**config.mk**
```make
export PLATFORM = sky130hd
export DESIGN_NAME = mf_queue
export DESIGN_NICKNAME = d
export VERILOG_FILES = /design/src/hdl/mf_pkg.sv /design/src/hdl/mf_queue.sv
export SDC_FILE = /design/constraint.sdc
export NUM_CORES = 1
export LEC_CHECK = 0
export CORE_MARGIN = 2
export CORE_UTILIZATION = 38
export DETAILED_ROUTE_END_ITERATION = 6
export DONT_BUFFER_PORTS = 1
export GPL_TIMING_DRIVEN = 1
export PLACE_DENSITY_LB_ADDON = 0.05
export SLEW_MARGIN = 10
export SYNTH_ARGS = -nofsm -noshare
export SYNTH_HDL_FRONTEND = slang
export SYNTH_SLANG_ARGS = --single-unit
```
**constraint.sdc**
```tcl
create_clock -name clk -period 7.06 [get_ports clk]
set_input_delay 1.059 -clock clk [delete_from_list [all_inputs] [get_ports clk]]
set_output_delay 1.059 -clock clk [all_outputs]
set_load 0.005 [all_outputs]
```
**src/hdl/mf_pkg.sv**
```systemverilog
`default_nettype none

package mf_pkg;

    // Fixed field widths
    localparam int PIX_W = 8;
    localparam int POS_W = 10;
    localparam int CFG_W = 11;
    localparam int IDX_W = 2;

    // Default frame limits and queue depth
    localparam int DEF_MAX_WIDTH  = 1024;
    localparam int DEF_MAX_HEIGHT = 1024;
    localparam int QUEUE_DEPTH    = 4;
    localparam int QPTR_W         = $clog2(QUEUE_DEPTH);
    localparam int QCNT_W         = $clog2(QUEUE_DEPTH + 1);

    // Register reset values
    localparam logic [CFG_W-1:0] RST_WIDTH  = CFG_W'(640);
    localparam logic [CFG_W-1:0] RST_HEIGHT = CFG_W'(480);
    localparam logic [PIX_W-1:0] RST_SEED   = PIX_W'(255);

    typedef enum logic [IDX_W-1:0] {
        CFG_IMAGE_WIDTH      = 2'd0,
        CFG_IMAGE_HEIGHT     = 2'd1,
        CFG_INITIAL_MAX_GREY = 2'd2
    } cfg_index_t;

    typedef struct packed {
        logic [CFG_W-1:0] width;
        logic [CFG_W-1:0] height;
        logic [PIX_W-1:0] seed;
    } cfg_t;

    // 3x3 window, index row*3+col
    typedef logic [8:0][PIX_W-1:0] win_t;

    // One window handed from the front to the back
    typedef struct packed {
        win_t             win;
        logic [POS_W-1:0] row;
        logic [POS_W-1:0] col;
        logic             done;
        logic             reseed;
        logic [PIX_W-1:0] seed;
    } mf_item_t;

    // Compare and swap: lower value ends at index i
    function automatic win_t pix_sort(win_t p, int i, int j);
        win_t             q;
        logic [PIX_W-1:0] a;
        logic [PIX_W-1:0] b;
        q = p;
        a = p[i];
        b = p[j];
        if (a > b)
        begin
            q[i] = b;
            q[j] = a;
        end
        return q;
    endfunction

    // Median network, layers one to three: sort each row
    function automatic win_t med9_rows(win_t p);
        win_t q;
        q = p;
        q = pix_sort(q, 1, 2);
        q = pix_sort(q, 4, 5);
        q = pix_sort(q, 7, 8);
        q = pix_sort(q, 0, 1);
        q = pix_sort(q, 3, 4);
        q = pix_sort(q, 6, 7);
        q = pix_sort(q, 1, 2);
        q = pix_sort(q, 4, 5);
        q = pix_sort(q, 7, 8);
        return q;
    endfunction

    // Layers four and five: merge across rows
    function automatic win_t med9_cols(win_t p);
        win_t q;
        q = p;
        q = pix_sort(q, 0, 3);
        q = pix_sort(q, 5, 8);
        q = pix_sort(q, 4, 7);
        q = pix_sort(q, 3, 6);
        q = pix_sort(q, 1, 4);
        q = pix_sort(q, 2, 5);
        return q;
    endfunction

    // Last four layers: median settles at index four
    function automatic logic [PIX_W-1:0] med9_final(win_t p);
        win_t q;
        q = p;
        q = pix_sort(q, 4, 7);
        q = pix_sort(q, 4, 2);
        q = pix_sort(q, 6, 4);
        q = pix_sort(q, 4, 2);
        return q[4];
    endfunction

endpackage

`default_nettype wire

```
**src/hdl/mf_queue.sv**
```systemverilog
`default_nettype none

module mf_queue (
    input  wire                     clk,
    input  wire                     rst_n,
    input  wire                     push,
    input  mf_pkg::mf_item_t        push_item,
    output logic                    full,
    input  wire                     pop,
    output mf_pkg::mf_item_t        pop_item,
    output logic                    empty
);
    import mf_pkg::*;

    mf_item_t            slot_reg [QUEUE_DEPTH];
    logic [QPTR_W-1:0]   wr_ptr_reg;
    logic [QPTR_W-1:0]   rd_ptr_reg;
    logic [QCNT_W-1:0]   count_reg;
    logic                do_push;
    logic                do_pop;

    assign full     = (count_reg == QCNT_W'(QUEUE_DEPTH));
    assign empty    = (count_reg == '0);
    assign do_push  = push && !full;
    assign do_pop   = pop && !empty;
    assign pop_item = slot_reg[rd_ptr_reg];

    // Track pointers and fill level
    always_ff @(posedge clk or negedge rst_n)
    begin
        if (!rst_n)
        begin
            wr_ptr_reg <= '0;
            rd_ptr_reg <= '0;
            count_reg  <= '0;
        end
        else
        begin
            if (do_push)
                wr_ptr_reg <= (wr_ptr_reg == QPTR_W'(QUEUE_DEPTH - 1)) ? '0
                                                                       : wr_ptr_reg + 1'b1;
            if (do_pop)
                rd_ptr_reg <= (rd_ptr_reg == QPTR_W'(QUEUE_DEPTH - 1)) ? '0
                                                                       : rd_ptr_reg + 1'b1;
            if (do_push && !do_pop)
                count_reg <= count_reg + 1'b1;
            else if (do_pop && !do_push)
                count_reg <= count_reg - 1'b1;
        end
    end

    // Store item
    always_ff @(posedge clk)
    begin
        if (do_push)
            slot_reg[wr_ptr_reg] <= push_item;
    end

endmodule

`default_nettype wire

```
==> results.yml <==
worst_setup_path:
  startpoint: "rd_ptr_reg[1]"
  reg2reg_from: "count_reg[2]"
  cp.required_ns: 6.00
  path_max_fanout: 57
  start_kind: "flop"
  cp_num_buf_inv: 1
  crit_chain: "buf_4 > mux4_2"
  slowest_stage: "dfrtp_4"
  max_stage_delay_ns: 0.93
  worst-path-stages: 2
  timing.rr.end: "slot_reg[2][80]"
  r2r_cells: 4
  cp_top_family: "flip-flops"
  endpoint: "pop_item[41]"
  cp_data_arrival_time_ns: 2.89
  worstSetupPathType: "reg2out"
  rrSetupSlack_ns: 4.12
  crit_path_end_kind: "primary output"
layout:
  final_core_util: 0.431
  nets: 713
  num-fill-cells: 3378
  syn2layout_area_growth_pct: 12.4
  antenna_cells: 0
  final_cells: 1155
  final_area_um2: 17100
  largest_register_ffs: 408
  drive_above_1_share: 0.286
job:
  drv_cap: 0
timing:
  skew_ns: 0.0148
  report.final.setup_viol: 0
  tightest_slew_ns: 1.01
  finalCritPeriodShare: 0.560
  maxSlewViolCount: 0
  max_freq_mhz: 253
  rsz0062_at_grt: "no"
  slew-limit-headroom: 0.329
  setup_ws_ns: 3.11
  holdWs_ns: 0.203
  hold_violations: 0
  setup_tns_ns: 0
  fin_crit_ns: 3.95
global_routing:
  grt_pass1_vias: 6620
  antenna_found_initial: 0
  grt_max_degree: 61
  grt_overflow_total: 0
  grt_usage: 0.145
  grt_first_pass_wirelength_um: 43600
clock_network:
  clock_path_buffers: 3
  clk_pin_slew_worst_paths_ns: 0.06
  insertion_delay_ns: 0.56
  cts_tree: "done"
  htree_levels: 2
  postCtsSetupBuffers: 0
  cts_resized: 0
  cts_buffers: 44
  cts_hold_buf: 0
  clock-sinks: 415
  root_buffer: "clkbuf_16"
placed_design:
  place_ws_ns: 3.61
  placed_cells: 1079
  post-dp-hpwl_um: 17100
  place.gp.congestion: 0.697
  io_buffers: 0
  postPlaceCellArea_um2: 15700
synthesis:
  postSynthCellCount: 570
  synthDistinctLibCells: 23
  yosysSeqAreaShare: 0.817
  netlist_area_um2: 15200
  yosys_warnings: 0
  synth_seq_cells: 415
  synthArstFlopShare: 0.0169
  syn_area_per_cell_um2: 26.7
  syn-num-nets: 683
  yosys_most_used_dff: "edfxtp_1"
  synth-edff-count: 408
floorplanning:
  rows: 73
  chipHeight_um: 204
  core_um2: 39600
  die_x_um: 204
  initial_core_util: 0.384
  dieArea_um2: 41700
  num_io_pins: 210
power:
  power_frac_clock: 0.303
  p_sw_mw: 1.97
  power_density_nw_per_um2: 422
  power_mw: 7.22
  power_frac_seq: 0.486
  p_leak_nw: 5.29
  swShare: 0.273
  p_int_mw: 5.25
  pwr-share-comb: 0.211
  vdd_drop_max_mv: 0.211
detailed_routing:
  first_pass_iters: 4
  wirelength_um: 29800
  wire_per_inst_um: 25.8
  drt-initial-drc-count: 304
  drc: 0
  vias: 5978
  vias_per_cell: 5.18
  antenna_left: 0
status:
  status: "completed"
worst_hold_path:
  hp-class: "in2async"
==> worst reg2reg max path: cells and delay by family, from the launching register on <==
family	cells	cell delay, ns
buf+inv	1	0.87
flops	1	0.42
simple gates	3	1.18
==> routing by layer <==
layer	global-route usage	routed length [um]
met2	0.239	15000
met4	0.0388	466
met1	0.172	11300
met5	0	0
met3	0.0660	2960
==> synthesized netlist by cell type (2+ instances only) <==
library cell	instances	area, um^2
dfrtp_1	7	175
buf_2	8	40.0
and2_1	3	18.8
ha_1	6	75.1
mux2_2	4	45.0
edfxtp_1	408	12300
xor2_1	2	17.5
buf_12	6	120
nor2_1	3	11.3
buf_1	3	11.3
buf_4	4	30.0
mux4_2	102	2300
inv_1	3	11.3
nor3_1	2	10.0
==> layout by cell type (no fill, tap or decap), types with 3 or more instances in the layout <==
cell type and n:
bufinv_16 4, mux4_2 102, clkbuf_16 45, inv_1 3, clkbuf_1 7, clkinv_2 5
buf_4 6, and2_4 3, ha_1 6, clkinv_1 11, dfrtp_1 5, mux2_2 4
edfxtp_1 408
==> worst min-delay path by stage <==
| stage | from | to | slack (ns) | cells after the start |
|---|---|---|---|---|
| 2_1_floorplan | count_reg[2] | count_reg[2] | 0.49 | 1 |
| 3_5_place_dp | count_reg[2] | count_reg[2] | 0.52 | 1 |
| 6_report | rst_n | count_reg[0] | 0.20 | 0 |
| 3_3_place_gp | count_reg[2] | count_reg[2] | 0.51 | 1 |
| 4_1_cts | rst_n | count_reg[2] | 0.16 | 0 |
| 5_1_grt | rst_n | count_reg[2] | 0.16 | 0 |
==> final cells by class <==
type                       count  area, um^2  area share
clock inverter                24         220      0.0129
multi-input combinational    129        2560       0.150
tap                          525         657      0.0384
inverter                       3        11.3    0.000658
timing repair buffer           7        65.1     0.00380
clock buffer                  52        1150      0.0674
sequential                   415       12400       0.727
==> power groups by stage <==
stage,Sequential (mW),Combinational [mW],Clock [mW]
final,3.51,1.52,2.19
after global routing,3.57,1.64,2.37
after CTS,3.53,1.60,2.27
after detailed placement,3.58,1.59,0
after global placement,3.55,1.58,0
after floorplan,3.43,1.33,0
==> kinds of logic (layout without fill, tap and decap cells) <==
family                   Yosys count  count (layout)  share of synthesized area
flip-flops                       415             415                      0.817
adder cells (fa/ha/maj)            7               7                    0.00625
multiplexers                     106             106                      0.154
AND/OR/NAND/NOR                   11              11                    0.00428
XOR/XNOR                           3               3                    0.00173
AO/OA/AOI/OAI                      2               2                    0.00132
buffers and inverters             26              86                     0.0157
(Power assumes the default switching activity.)
