## config.mk

```make
export PLATFORM = sky130hd
export DESIGN_NAME = mf_back
export DESIGN_NICKNAME = d
export VERILOG_FILES = /design/src/hdl/mf_pkg.sv /design/src/hdl/mf_back.sv
export SDC_FILE = /design/constraint.sdc
export NUM_CORES = 1
export LEC_CHECK = 0
export ABC_AREA = 1
export BUFFER_PORTS_ARGS = -buffer_cell sky130_fd_sc_hd__buf_2
export CORE_UTILIZATION = 55
export DETAILED_ROUTE_END_ITERATION = 16
export GPL_ROUTABILITY_DRIVEN = 1
export GPL_TIMING_DRIVEN = 0
export PLACE_DENSITY = 0.84
export SYNTH_ARGS = -nofsm -noshare
export SYNTH_HDL_FRONTEND = slang
export SYNTH_SLANG_ARGS = --single-unit
```

## constraint.sdc

```tcl
create_clock -name clk -period 8.5 [get_ports clk]
set_clock_uncertainty 0.1 [all_clocks]
set_input_delay 0.425 -clock clk [delete_from_list [all_inputs] [get_ports clk]]
set_output_delay 0.425 -clock clk [all_outputs]
set_load 0.02 [all_outputs]
```

## src/hdl/mf_pkg.sv

```systemverilog
`default_nettype none

package mf_pkg;

    // Fixed field widths
    localparam int PIX_W = 8;
    localparam int POS_W = 10;
    localparam int CFG_W = 11;
    localparam int IDX_W = 2;

    // Default frame limits and queue depth
    localparam int DEF_MAX_WIDTH  = 1024;
    localparam int DEF_MAX_HEIGHT = 1024;
    localparam int QUEUE_DEPTH    = 4;
    localparam int QPTR_W         = $clog2(QUEUE_DEPTH);
    localparam int QCNT_W         = $clog2(QUEUE_DEPTH + 1);

    // Register reset values
    localparam logic [CFG_W-1:0] RST_WIDTH  = CFG_W'(640);
    localparam logic [CFG_W-1:0] RST_HEIGHT = CFG_W'(480);
    localparam logic [PIX_W-1:0] RST_SEED   = PIX_W'(255);

    typedef enum logic [IDX_W-1:0] {
        CFG_IMAGE_WIDTH      = 2'd0,
        CFG_IMAGE_HEIGHT     = 2'd1,
        CFG_INITIAL_MAX_GREY = 2'd2
    } cfg_index_t;

    typedef struct packed {
        logic [CFG_W-1:0] width;
        logic [CFG_W-1:0] height;
        logic [PIX_W-1:0] seed;
    } cfg_t;

    // 3x3 window, index row*3+col
    typedef logic [8:0][PIX_W-1:0] win_t;

    // One window handed from the front to the back
    typedef struct packed {
        win_t             win;
        logic [POS_W-1:0] row;
        logic [POS_W-1:0] col;
        logic             done;
        logic             reseed;
        logic [PIX_W-1:0] seed;
    } mf_item_t;

    // Compare and swap: lower value ends at index i
    function automatic win_t pix_sort(win_t p, int i, int j);
        win_t             q;
        logic [PIX_W-1:0] a;
        logic [PIX_W-1:0] b;
        q = p;
        a = p[i];
        b = p[j];
        if (a > b)
        begin
            q[i] = b;
            q[j] = a;
        end
        return q;
    endfunction

    // Median network, layers one to three: sort each row
    function automatic win_t med9_rows(win_t p);
        win_t q;
        q = p;
        q = pix_sort(q, 1, 2);
        q = pix_sort(q, 4, 5);
        q = pix_sort(q, 7, 8);
        q = pix_sort(q, 0, 1);
        q = pix_sort(q, 3, 4);
        q = pix_sort(q, 6, 7);
        q = pix_sort(q, 1, 2);
        q = pix_sort(q, 4, 5);
        q = pix_sort(q, 7, 8);
        return q;
    endfunction

    // Layers four and five: merge across rows
    function automatic win_t med9_cols(win_t p);
        win_t q;
        q = p;
        q = pix_sort(q, 0, 3);
        q = pix_sort(q, 5, 8);
        q = pix_sort(q, 4, 7);
        q = pix_sort(q, 3, 6);
        q = pix_sort(q, 1, 4);
        q = pix_sort(q, 2, 5);
        return q;
    endfunction

    // Last four layers: median settles at index four
    function automatic logic [PIX_W-1:0] med9_final(win_t p);
        win_t q;
        q = p;
        q = pix_sort(q, 4, 7);
        q = pix_sort(q, 4, 2);
        q = pix_sort(q, 6, 4);
        q = pix_sort(q, 4, 2);
        return q[4];
    endfunction

endpackage

`default_nettype wire

```

## src/hdl/mf_back.sv

```systemverilog
`default_nettype none

module mf_back (
    input  wire                      clk,
    input  wire                      rst_n,
    output logic                     pop,
    input  mf_pkg::mf_item_t         pop_item,
    input  wire                      q_empty,
    output logic                     out_valid,
    input  wire                      out_ready,
    output logic [mf_pkg::PIX_W-1:0] out_median,
    output logic [mf_pkg::POS_W-1:0] out_row,
    output logic [mf_pkg::POS_W-1:0] out_col,
    output logic [mf_pkg::PIX_W-1:0] out_max,
    output logic                     out_done
);
    import mf_pkg::*;

    logic             adv;
    logic             s0_valid_reg;
    logic             s1_valid_reg;
    logic             o_valid_reg;
    mf_item_t         s0_reg;
    mf_item_t         s0_next;
    mf_item_t         s1_reg;
    mf_item_t         s1_next;
    logic [PIX_W-1:0] run_max_reg;
    logic [PIX_W-1:0] o_med_reg;
    logic [POS_W-1:0] o_row_reg;
    logic [POS_W-1:0] o_col_reg;
    logic [PIX_W-1:0] o_max_reg;
    logic             o_done_reg;
    logic [PIX_W-1:0] med;
    logic [PIX_W-1:0] base;
    logic [PIX_W-1:0] max_new;

    // Whole sort pipeline moves when the output slot frees
    assign adv = !o_valid_reg || out_ready;
    assign pop = adv && !q_empty;

    always_ff @(posedge clk or negedge rst_n)
    begin
        if (!rst_n)
        begin
            s0_valid_reg <= 1'b0;
            s1_valid_reg <= 1'b0;
            o_valid_reg  <= 1'b0;
        end
        else if (adv)
        begin
            s0_valid_reg <= !q_empty;
            s1_valid_reg <= s0_valid_reg;
            o_valid_reg  <= s1_valid_reg;
        end
    end

    // Sort layers ahead of each stage register
    always_comb
    begin
        s0_next     = pop_item;
        s0_next.win = med9_rows(pop_item.win);
        s1_next     = s0_reg;
        s1_next.win = med9_cols(s0_reg.win);
    end

    // Sort stages
    always_ff @(posedge clk)
    begin
        if (adv)
        begin
            s0_reg <= s0_next;
            s1_reg <= s1_next;
        end
    end

    // Finish the median and fold it into the running maximum
    always_comb
    begin
        med     = med9_final(s1_reg.win);
        base    = s1_reg.reseed ? s1_reg.seed : run_max_reg;
        max_new = (med > base) ? med : base;
    end

    always_ff @(posedge clk)
    begin
        if (adv && s1_valid_reg)
        begin
            run_max_reg <= max_new;
            o_med_reg   <= med;
            o_row_reg   <= s1_reg.row;
            o_col_reg   <= s1_reg.col;
            o_max_reg   <= max_new;
            o_done_reg  <= s1_reg.done;
        end
    end

    assign out_valid  = o_valid_reg;
    assign out_median = o_med_reg;
    assign out_row    = o_row_reg;
    assign out_col    = o_col_reg;
    assign out_max    = o_max_reg;
    assign out_done   = o_done_reg;

endmodule

`default_nettype wire
```

==> results of run 1 <==
==> kinds of logic after synthesis <==
group	after synthesis
fa+ha+maj	159
mux	8
flops	204
compound gates	342
simple gates	462
buf+inv	180
==> Yosys cell counts (2+ instances only) <==
| cell | count |
|---|---|
| nand2_1 | 302 |
| edfxtp_1 | 201 |
| o21ai_0 | 193 |
| ha_1 | 159 |
| inv_1 | 140 |
| a21oi_1 | 110 |
| nor2_1 | 75 |
| nand3_1 | 25 |
| clkbuf_1 | 22 |
| o21ai_1 | 12 |
| buf_2 | 10 |
| nand2_4 | 10 |
| nand3_2 | 10 |
| o211ai_1 | 9 |
| and2_1 | 8 |
| nand2_2 | 8 |
| nand4_1 | 8 |
| a211oi_1 | 7 |
| mux2i_1 | 7 |
| or2_2 | 7 |
| a32oi_1 | 4 |
| inv_2 | 4 |
| dfrtp_1 | 3 |
| o21a_1 | 3 |
| nor2_2 | 2 |
==> area by class of cell <==
type                       instances  area share
clock buffer                      28      0.0386
sequential                       204       0.412
clock inverter                    10     0.00582
tap                              285      0.0240
multi-input combinational        971       0.401
inverter                         145      0.0380
buffer                            34      0.0102
timing repair buffer             174      0.0707
==> worst max-delay path by stage <==
stage               depth (start not counted)            startpoint  slack, ps                    to
floorplan                                  40  s1_reg[69]$_DFFE_PN_       1640  out_max[6]$_DFFE_PP_
global placement                           44  s1_reg[69]$_DFFE_PN_        830  out_max[6]$_DFFE_PP_
detailed placement                         44  s1_reg[69]$_DFFE_PN_        530  out_max[6]$_DFFE_PP_
CTS                                        43  s1_reg[93]$_DFFE_PN_        290  out_max[6]$_DFFE_PP_
global route                               42  s1_reg[63]$_DFFE_PN_        110  out_max[6]$_DFFE_PP_
finish                                     44  s1_reg[93]$_DFFE_PN_        510  out_max[6]$_DFFE_PP_
==> worst reg2reg max path: cells and delay by family, from the launching register on <==
family | cells | cell delay [ps]
compound gates | 10 | 2390
simple gates | 22 | 2200
fa+ha+maj | 5 | 1390
buf+inv | 7 | 1260
flops | 1 | 390
==> metrics by stage <==
stage / worst slack (ps) / hold WS [ps] / cells / utilization / area (µm²)
floorplan: 1640 / 29.4 / 1355 / - / 12700
global placement: 832 / 120 / 1784 / 0.609 / 13800
detailed placement: 532 / 125 / 1786 / 0.611 / 13900
CTS: 290 / 0.350 / 1843 / 0.649 / 14700
global route: 110 / -0.0700 / 1851 / 0.653 / 14800
finish: 512 / 4.44 / 1851 / 0.653 / 14800
==> timing repair <==
action / in CTS / in global routing
hold buffers: 19 / 9
gates resized for setup: 0 / 6
setup endpoints to repair: 0 / 8
hold endpoints to repair: 21 / 9
==> routing by layer <==
layer  vias up  GRT usage  share of wire
met5         -          0              0
met4         0     0.0914          0.035
met3        88     0.0272          0.060
met2       431      0.442           0.50
met1      4807      0.301           0.41
li1       5134          -              -
==> results.py, run 1 <==
metrics = {
    "drt": {
        "drc": 0,
        "routed_via_density": 5.65,
        "wl_per_cell_um": 16.1,
        "ant_nets": 0,
        "drt_iter0_drc": 913,
        "vias": 10460,
        "routed_wl_um": 29700,
        "dr.pass1.iters": 7,
    },
    "cells_and_area": {
        "antenna_cells_inserted": 0,
        "multi_input_area_mm2": 0.00594,
        "largest_reg_flops": 102,
        "drive_above_1_share": 0.152,
        "fillers": 1672,
        "seqCellArea_mm2": 0.00611,
        "mostFrequentLayoutCells": "nand2_1 (302), edfxtp_1 (201), o21ai_0 (189)",
        "num-nets-final": 1817,
        "final_common_cell": "nand2_1",
        "area_growth_pct": 16.4,
    },
    "sta": {
        "setup_violations": 0,
        "post-route-period-util": 0.940,
        "slew_headroom": 0.516,
        "rsz0062_at_grt": "false",
        "worst_slew_pin_slew_ps": 723,
        "fmax_mhz": 125,
        "period_needed_ps": 7990,
        "slew_violations": 0,
        "hold_violations": 0,
        "tns_ps": 0,
    },
    "logic_synthesis": {
        "avgSynthCellArea_um2": 9.40,
        "seq_area_frac_synth": 0.480,
        "synthMuxAreaShare": 0.00638,
        "synth_cell_types": 41,
        "synthAdderAreaFrac": 0.156,
        "synth_compound_area_frac": 0.141,
        "ys_ff_latch": 204,
        "synth_edf_count": 201,
        "synth_top_area_share": 0.474,
        "syn_area_mm2": 0.0127,
        "async_flop_share": 0.0147,
        "yosys_most_used_dff": "edfxtp_1",
        "synthXorXnorAreaFrac": 0,
        "syn_inst": 1355,
        "synthSimpleGateAreaFrac": 0.161,
        "synth.area.top_cells": "edfxtp_1 (47%), ha_1 (16%), nand2_1 (8.9%), o21ai_0 (7.6%), a21oi_1 (4.3%)",
        "synth_nets": 1620,
        "synth_warnings": 0,
        "synth_top_area_cell": "edfxtp_1",
        "synth_top_family_by_area": "simple AND/OR/NAND/NOR gates",
    },
    "clock_network": {
        "htree_levels": 1,
        "cts_tree": "yes",
        "postCtsSetupBuffers": 0,
        "path_clk_slew_ps": 60,
        "ctsRootBufferMaster": "clkbuf_16",
        "numCtsBuffers": 22,
        "cts_buffer_depth": 3,
        "clock-sinks": 204,
        "clock_latency_ps": 500,
    },
    "global_routing": {
        "antenna_found_initial": 0,
        "first_global_vias": 9780,
        "grt_max_degree": 103,
        "grt.overflow.total": 0,
        "grt_usage": 0.245,
        "grt_pass1_wl_um": 46700,
    },
    "floorplanning": {
        "die_area_mm2": 0.0238,
        "start_util": 0.561,
        "rows": 55,
        "die_h_um": 154,
        "die_w_um": 154,
        "ioPinCount": 145,
        "design.core.area_mm2": 0.0227,
    },
    "hold_path": {
        "hold_end": "s0_reg[9]$_DFFE_PN_",
        "hold_class": "in -> reg",
        "min_from": "pop_item[9]",
        "min_path_cells": 1,
    },
    "worst_setup_path": {
        "endpoint_kind": "register",
        "cp_slowest_cell": "edfxtp_1",
        "path_class": "reg -> reg",
        "ff2ff_path_depth": 44,
        "path_max_fanout": 19,
        "rrSetupSlack_ps": 510,
        "critPathLaunchType": "register",
        "critPathArrivalTime_ps": 8130,
        "r2r_start": "s1_reg[93]$_DFFE_PN_",
        "rr_endpoint": "out_max[6]$_DFFE_PP_",
        "cp_top_family": "compound AO/OA/AOI/OAI gates",
        "crit_top_cell": "nand2_1",
        "max_stage_delay_ps": 390,
        "crit_buf_inv": 7,
        "worst_ep_required_time_ps": 8640,
    },
    "place": {
        "hpwl_um": 21500,
        "gp_congestion": 0.921,
        "port_buffers": 144,
    },
    "outcome": {
        "outcome": "finished, final reports clean",
    },
    "job": {
        "drv_cap": 0,
    },
}
Power of run 1 is left out: the tool's default activity adds up to more than one toggle a clock period on the data nets, which glitch-free logic cannot reach.
==> run 2: changes to the inputs <==
--- a/config.mk
+++ b/config.mk
@@ -7,10 +7,12 @@
 export LEC_CHECK = 0
 export ABC_AREA = 1
 export BUFFER_PORTS_ARGS = -buffer_cell sky130_fd_sc_hd__buf_2
+export CORE_MARGIN = 2
 export CORE_UTILIZATION = 55
 export DETAILED_ROUTE_END_ITERATION = 16
 export GPL_ROUTABILITY_DRIVEN = 1
 export GPL_TIMING_DRIVEN = 0
+export MAX_ROUTING_LAYER = met4
 export PLACE_DENSITY = 0.84
 export SYNTH_ARGS = -nofsm -noshare
 export SYNTH_HDL_FRONTEND = slang
==> run 2 against run 1 <==
Net effect: core utilization decreased by 0.82 points; sequential cell count unchanged; maximum frequency rose by 1.8%; design area fell by 1.2%; final cell count shrank 0.86%; clock-buffer cell count fell by 4; die area rose by 2.6%; first-iteration DRC count fell by 15%; critical path type unchanged.
==> results.py, run 2 (synthesized netlist as in run 1, its figures left out) <==
metrics = {
    "cells_and_area": {
        "area_growth_pct": 14.9,
        "antenna_cells_inserted": 0,
        "num-nets-final": 1801,
        "largest_reg_flops": 102,
        "final_common_cell": "nand2_1",
        "mostFrequentLayoutCells": "nand2_1 (302), edfxtp_1 (201), o21ai_0 (188)",
        "drive_above_1_share": 0.154,
    },
    "worst_setup_path": {
        "max_stage_delay_ps": 390,
        "path_class": "reg -> reg",
        "crit_top_cell": "nand2_1",
        "cp_slowest_cell": "edfxtp_1",
        "critPathArrivalTime_ps": 7990,
        "worst_ep_required_time_ps": 8640,
        "critPathLaunchType": "register",
        "endpoint_kind": "register",
        "path_max_fanout": 19,
    },
    "place": {
        "hpwl_um": 21900,
        "port_buffers": 144,
        "gp_congestion": 0.949,
    },
    "drt": {
        "dr.pass1.iters": 6,
        "routed_wl_um": 29500,
        "wl_per_cell_um": 16.1,
        "routed_via_density": 5.61,
        "drt_iter0_drc": 778,
        "ant_nets": 0,
        "drc": 0,
        "vias": 10298,
    },
    "global_routing": {
        "grt_max_degree": 101,
        "grtUsageMet1": 0.295,
        "gr-usage-met2": 0.416,
        "grt.overflow.total": 0,
        "grt_usage": 0.243,
        "grt_busiest_layer": "met2",
        "grt_use_met3": 0.0241,
        "first_global_vias": 9850,
        "grt_pass1_wl_um": 46400,
        "antenna_found_initial": 0,
    },
    "sta": {
        "slew_violations": 0,
        "rsz0062_at_grt": "false",
        "worst_slew_pin_slew_ps": 643,
        "slew_headroom": 0.572,
        "setup_violations": 0,
        "tns_ps": 0,
        "hold_violations": 0,
        "fmax_mhz": 127,
        "period_needed_ps": 7850,
        "post-route-period-util": 0.923,
    },
    "clock_network": {
        "clock-sinks": 204,
        "path_clk_slew_ps": 70,
        "clock_latency_ps": 500,
        "htree_levels": 1,
        "numCtsBuffers": 20,
        "cts_buffer_depth": 3,
        "cts_tree": "yes",
        "postCtsSetupBuffers": 0,
        "ctsRootBufferMaster": "clkbuf_16",
    },
    "floorplanning": {
        "die_h_um": 156,
        "rows": 55,
        "die_area_mm2": 0.0244,
        "die_w_um": 156,
        "ioPinCount": 145,
        "start_util": 0.561,
        "design.core.area_mm2": 0.0227,
    },
    "hold_path": {
        "hold_class": "in -> reg",
    },
    "job": {
        "drv_cap": 0,
    },
    "outcome": {
        "outcome": "finished, final reports clean",
    },
}
-- run 2: worst max-delay path: cells and delay by family (launching register included) --
kind | cells | cell delay, ps
DFF | 1 | 390
buffers and inverters | 6 | 1090
adders and majority gates | 5 | 1520
and+or+nand+nor | 23 | 2160
AOI/OAI and AO/OA | 10 | 2320
-- run 2: per-stage QoR --
step / hold WS [ps] / area [µm²] / setup slack, ps / cells / utilization
detailed placement: 124 / 13900 / 549 / 1786 / 0.611
CTS: 0.599 / 14500 / 293 / 1824 / 0.639
global route: -6.08 / 14600 / 53.3 / 1835 / 0.645
finish: 7.36 / 14600 / 654 / 1835 / 0.645
global placement: 122 / 13800 / 883 / 1784 / 0.609
floorplan: 29.4 / 12700 / 1640 / 1355 / -
-- run 2: area by class of cell --
type	instances	area (µm²)
inverter	145	563
timing repair buffer	160	908
clock buffer	24	515
fill	1694	8060
clock inverter	12	98.8
sequential	204	6110
tap	285	357
multi-input combinational	971	5940
buffer	34	151
-- run 2: final timing paths --
path | startpoint | to | slack, ps | depth (start not counted)
max | s1_reg[87]$_DFFE_PN_ | out_max[6]$_DFFE_PP_ | 650 | 44
min reg2reg | s1_reg[17]$_DFFE_PN_ | out_col[7]$_DFFE_PP_ | 310 | 0
min | pop_item[29] | s0_reg[29]$_DFFE_PN_ | 7 | 1
max reg2reg | s1_reg[87]$_DFFE_PN_ | out_max[6]$_DFFE_PP_ | 650 | 44
min in group asynchronous | rst_n | s0_valid_reg$_DFFE_PN0N_ | 190 | 2
max in group asynchronous | rst_n | out_valid$_DFFE_PN0N_ | 8010 | 2
-- run 2: timing repair --
action / CTS / global route
resized for setup: 0 / 7
setup endpoints to repair: 0 / 8
hold buffers: 2 / 12
hold endpoints to repair: 4 / 12
-- run 2: metal layers --
metal | vias up | routed length [µm]
met5 | - | 0
li1 | 5089 | -
met2 | 406 | 14700
met1 | 4703 | 11700
met4 | 0 | 1360
met3 | 100 | 1680
Power of run 2 is left out for the same reason.
==> run 3: changes to the inputs <==
--- a/config.mk
+++ b/config.mk
@@ -9,6 +9,7 @@
 export BUFFER_PORTS_ARGS = -buffer_cell sky130_fd_sc_hd__buf_2
 export CORE_MARGIN = 2
 export CORE_UTILIZATION = 55
+export CTS_BUF_LIST = sky130_fd_sc_hd__clkbuf_2 sky130_fd_sc_hd__clkbuf_4 sky130_fd_sc_hd__clkbuf_8
 export DETAILED_ROUTE_END_ITERATION = 16
 export GPL_ROUTABILITY_DRIVEN = 1
 export GPL_TIMING_DRIVEN = 0
==> run 3 against run 2 <==
Net effect: register-to-register slack lost 40 ps; sequential cell count is the same; setup slack lost 37 ps; final cell count increased by 2.1%; global-route usage is 0.81 points higher; die area did not move; non-clock buffer count increased by 19; critical endpoint unchanged.
==> results.py, run 3 (synthesized netlist as in run 1, its figures left out) <==
metrics = {
    "worst_setup_path": {
        "max_stage_delay_ps": 420,
        "path_class": "reg -> reg",
        "critPathLaunchType": "register",
        "r2r_start": "s1_reg[63]$_DFFE_PN_",
        "worst_ep_required_time_ps": 8710,
        "path_max_fanout": 10,
        "endpoint_kind": "register",
        "cp_slowest_cell": "edfxtp_1",
        "crit_start": "s1_reg[63]$_DFFE_PN_",
        "crit_top_cell": "nand2_1",
        "critPathArrivalTime_ps": 8090,
    },
    "floorplanning": {
        "die_h_um": 156,
        "ioPinCount": 145,
        "start_util": 0.561,
        "die_area_mm2": 0.0244,
        "die_w_um": 156,
        "rows": 55,
        "design.core.area_mm2": 0.0227,
    },
    "sta": {
        "slew_violations": 0,
        "post-route-period-util": 0.927,
        "fmax_mhz": 127,
        "setup_violations": 0,
        "slew_headroom": 0.556,
        "worst_slew_pin_slew_ps": 667,
        "rsz0062_at_grt": "false",
        "hold_violations": 0,
        "period_needed_ps": 7880,
        "tns_ps": 0,
    },
    "cells_and_area": {
        "fillers": 1669,
        "drive_above_1_share": 0.163,
        "utilization": 0.655,
        "seqCellArea_mm2": 0.00611,
        "num-nets-final": 1830,
        "multi_input_area_mm2": 0.00594,
        "largest_reg_flops": 102,
        "antenna_cells_inserted": 0,
        "area_growth_pct": 16.7,
        "mostFrequentLayoutCells": "nand2_1 (302), edfxtp_1 (201), o21ai_0 (189)",
        "finalNonFillerCells": 1873,
        "final_common_cell": "nand2_1",
    },
    "outcome": {
        "outcome": "finished, final reports clean",
    },
    "global_routing": {
        "first_global_vias": 10118,
        "grt_usage": 0.251,
        "antenna_found_initial": 0,
        "grt_pass1_wl_um": 47700,
        "grt.overflow.total": 0,
        "grt_max_degree": 101,
    },
    "drt": {
        "drc": 0,
        "met2_length_um": 14700,
        "wl_met3_um": 1670,
        "drt_iter0_drc": 821,
        "routed_wl_um": 29700,
        "routed_via_density": 5.56,
        "wl_per_cell_um": 15.9,
        "vias": 10412,
        "wl_met1_um": 12000,
        "ant_nets": 0,
        "dr.pass1.iters": 5,
        "top_layer": "met4",
    },
    "clock_network": {
        "cts_tree": "yes",
        "postCtsSetupBuffers": 0,
        "clock_latency_ps": 580,
        "ctsRootBufferMaster": "clkbuf_8",
        "clock-sinks": 204,
        "path_clk_slew_ps": 60,
        "numCtsBuffers": 30,
        "cts_buffer_depth": 3,
        "htree_levels": 1,
    },
    "place": {
        "gp_congestion": 0.949,
        "hpwl_um": 21900,
        "port_buffers": 144,
        "dp.cells": 1786,
    },
    "hold_path": {
        "hold_class": "in -> reg",
        "min_from": "pop_item[56]",
    },
    "job": {
        "drv_cap": 0,
    },
}
==> run 3: cell count changes in the layout (fill, tap and decap cells not counted), sizes merged <==
| cell | before | now |
|---|---|---|
| clkinvlp | 2 | 0 |
| inv | 145 | 144 |
| clkinv | 8 | 14 |
| dlygate4sd3 | 14 | 32 |
| bufinv | 2 | 5 |
| clkbuf | 45 | 59 |
==> run 3: layout make-up <==
| class | count | share of cell area |
|---|---|---|
| clock buffers | 37 | 0.0313 |
| inverters | 145 | 0.0379 |
| flip-flops and latches | 204 | 0.411 |
| well taps | 285 | 0.0240 |
| plain buffers | 35 | 0.0104 |
| repair buffers | 178 | 0.0732 |
| multi-input cells | 971 | 0.399 |
| clock inverters | 18 | 0.0130 |
==> run 3: timing repair <==
| action | CTS | global route |
|---|---|---|
| hold buffers | 32 | 0 |
| resized for setup | 0 | 6 |
| endpoints found under the hold margin | 34 | 0 |
| setup endpoints to repair | 0 | 8 |
==> run 3: worst paths after layout <==
path,endpoint,slack [ps],cells past startpoint
min in group asynchronous,s0_valid_reg$_DFFE_PN0N_,100,2
max in group asynchronous,out_valid$_DFFE_PN0N_,8100,2
max reg2reg,out_max[6]$_DFFE_PP_,620,51
max,out_max[6]$_DFFE_PP_,620,51
min reg2reg,s1_reg[21]$_DFFE_PN_,310,0
min,s0_reg[56]$_DFFE_PN_,90,3
==> run 3: routing by layer <==
metal,GRT usage,vias up
li1,-,5157
met1,0.301,4754
met2,0.427,400
met3,0.0266,101
met4,0.121,0
met5,-,-
==> run 3: worst max-delay path: cells and delay by family, from the launching register on <==
kind,cells,cell delay (ps)
AO/OA/AOI/OAI,7,1480
AND/OR/NAND/NOR,30,2480
adder cells (fa/ha/maj),5,1560
buffers and inverters,9,1520
flip-flops,1,420
==> run 3: through the flow <==
step | hold slack, ps | cell area (µm²) | worst slack (ps)
3_5_place_dp | 124 | 13900 | 549
3_3_place_gp | 122 | 13800 | 883
5_1_grt | 77.7 | 14900 | 28.5
2_1_floorplan | 29.4 | 12700 | 1640
6_report | 89.3 | 14900 | 617
4_1_cts | 62.2 | 14900 | 462
Power of run 3 is left out for the same reason.
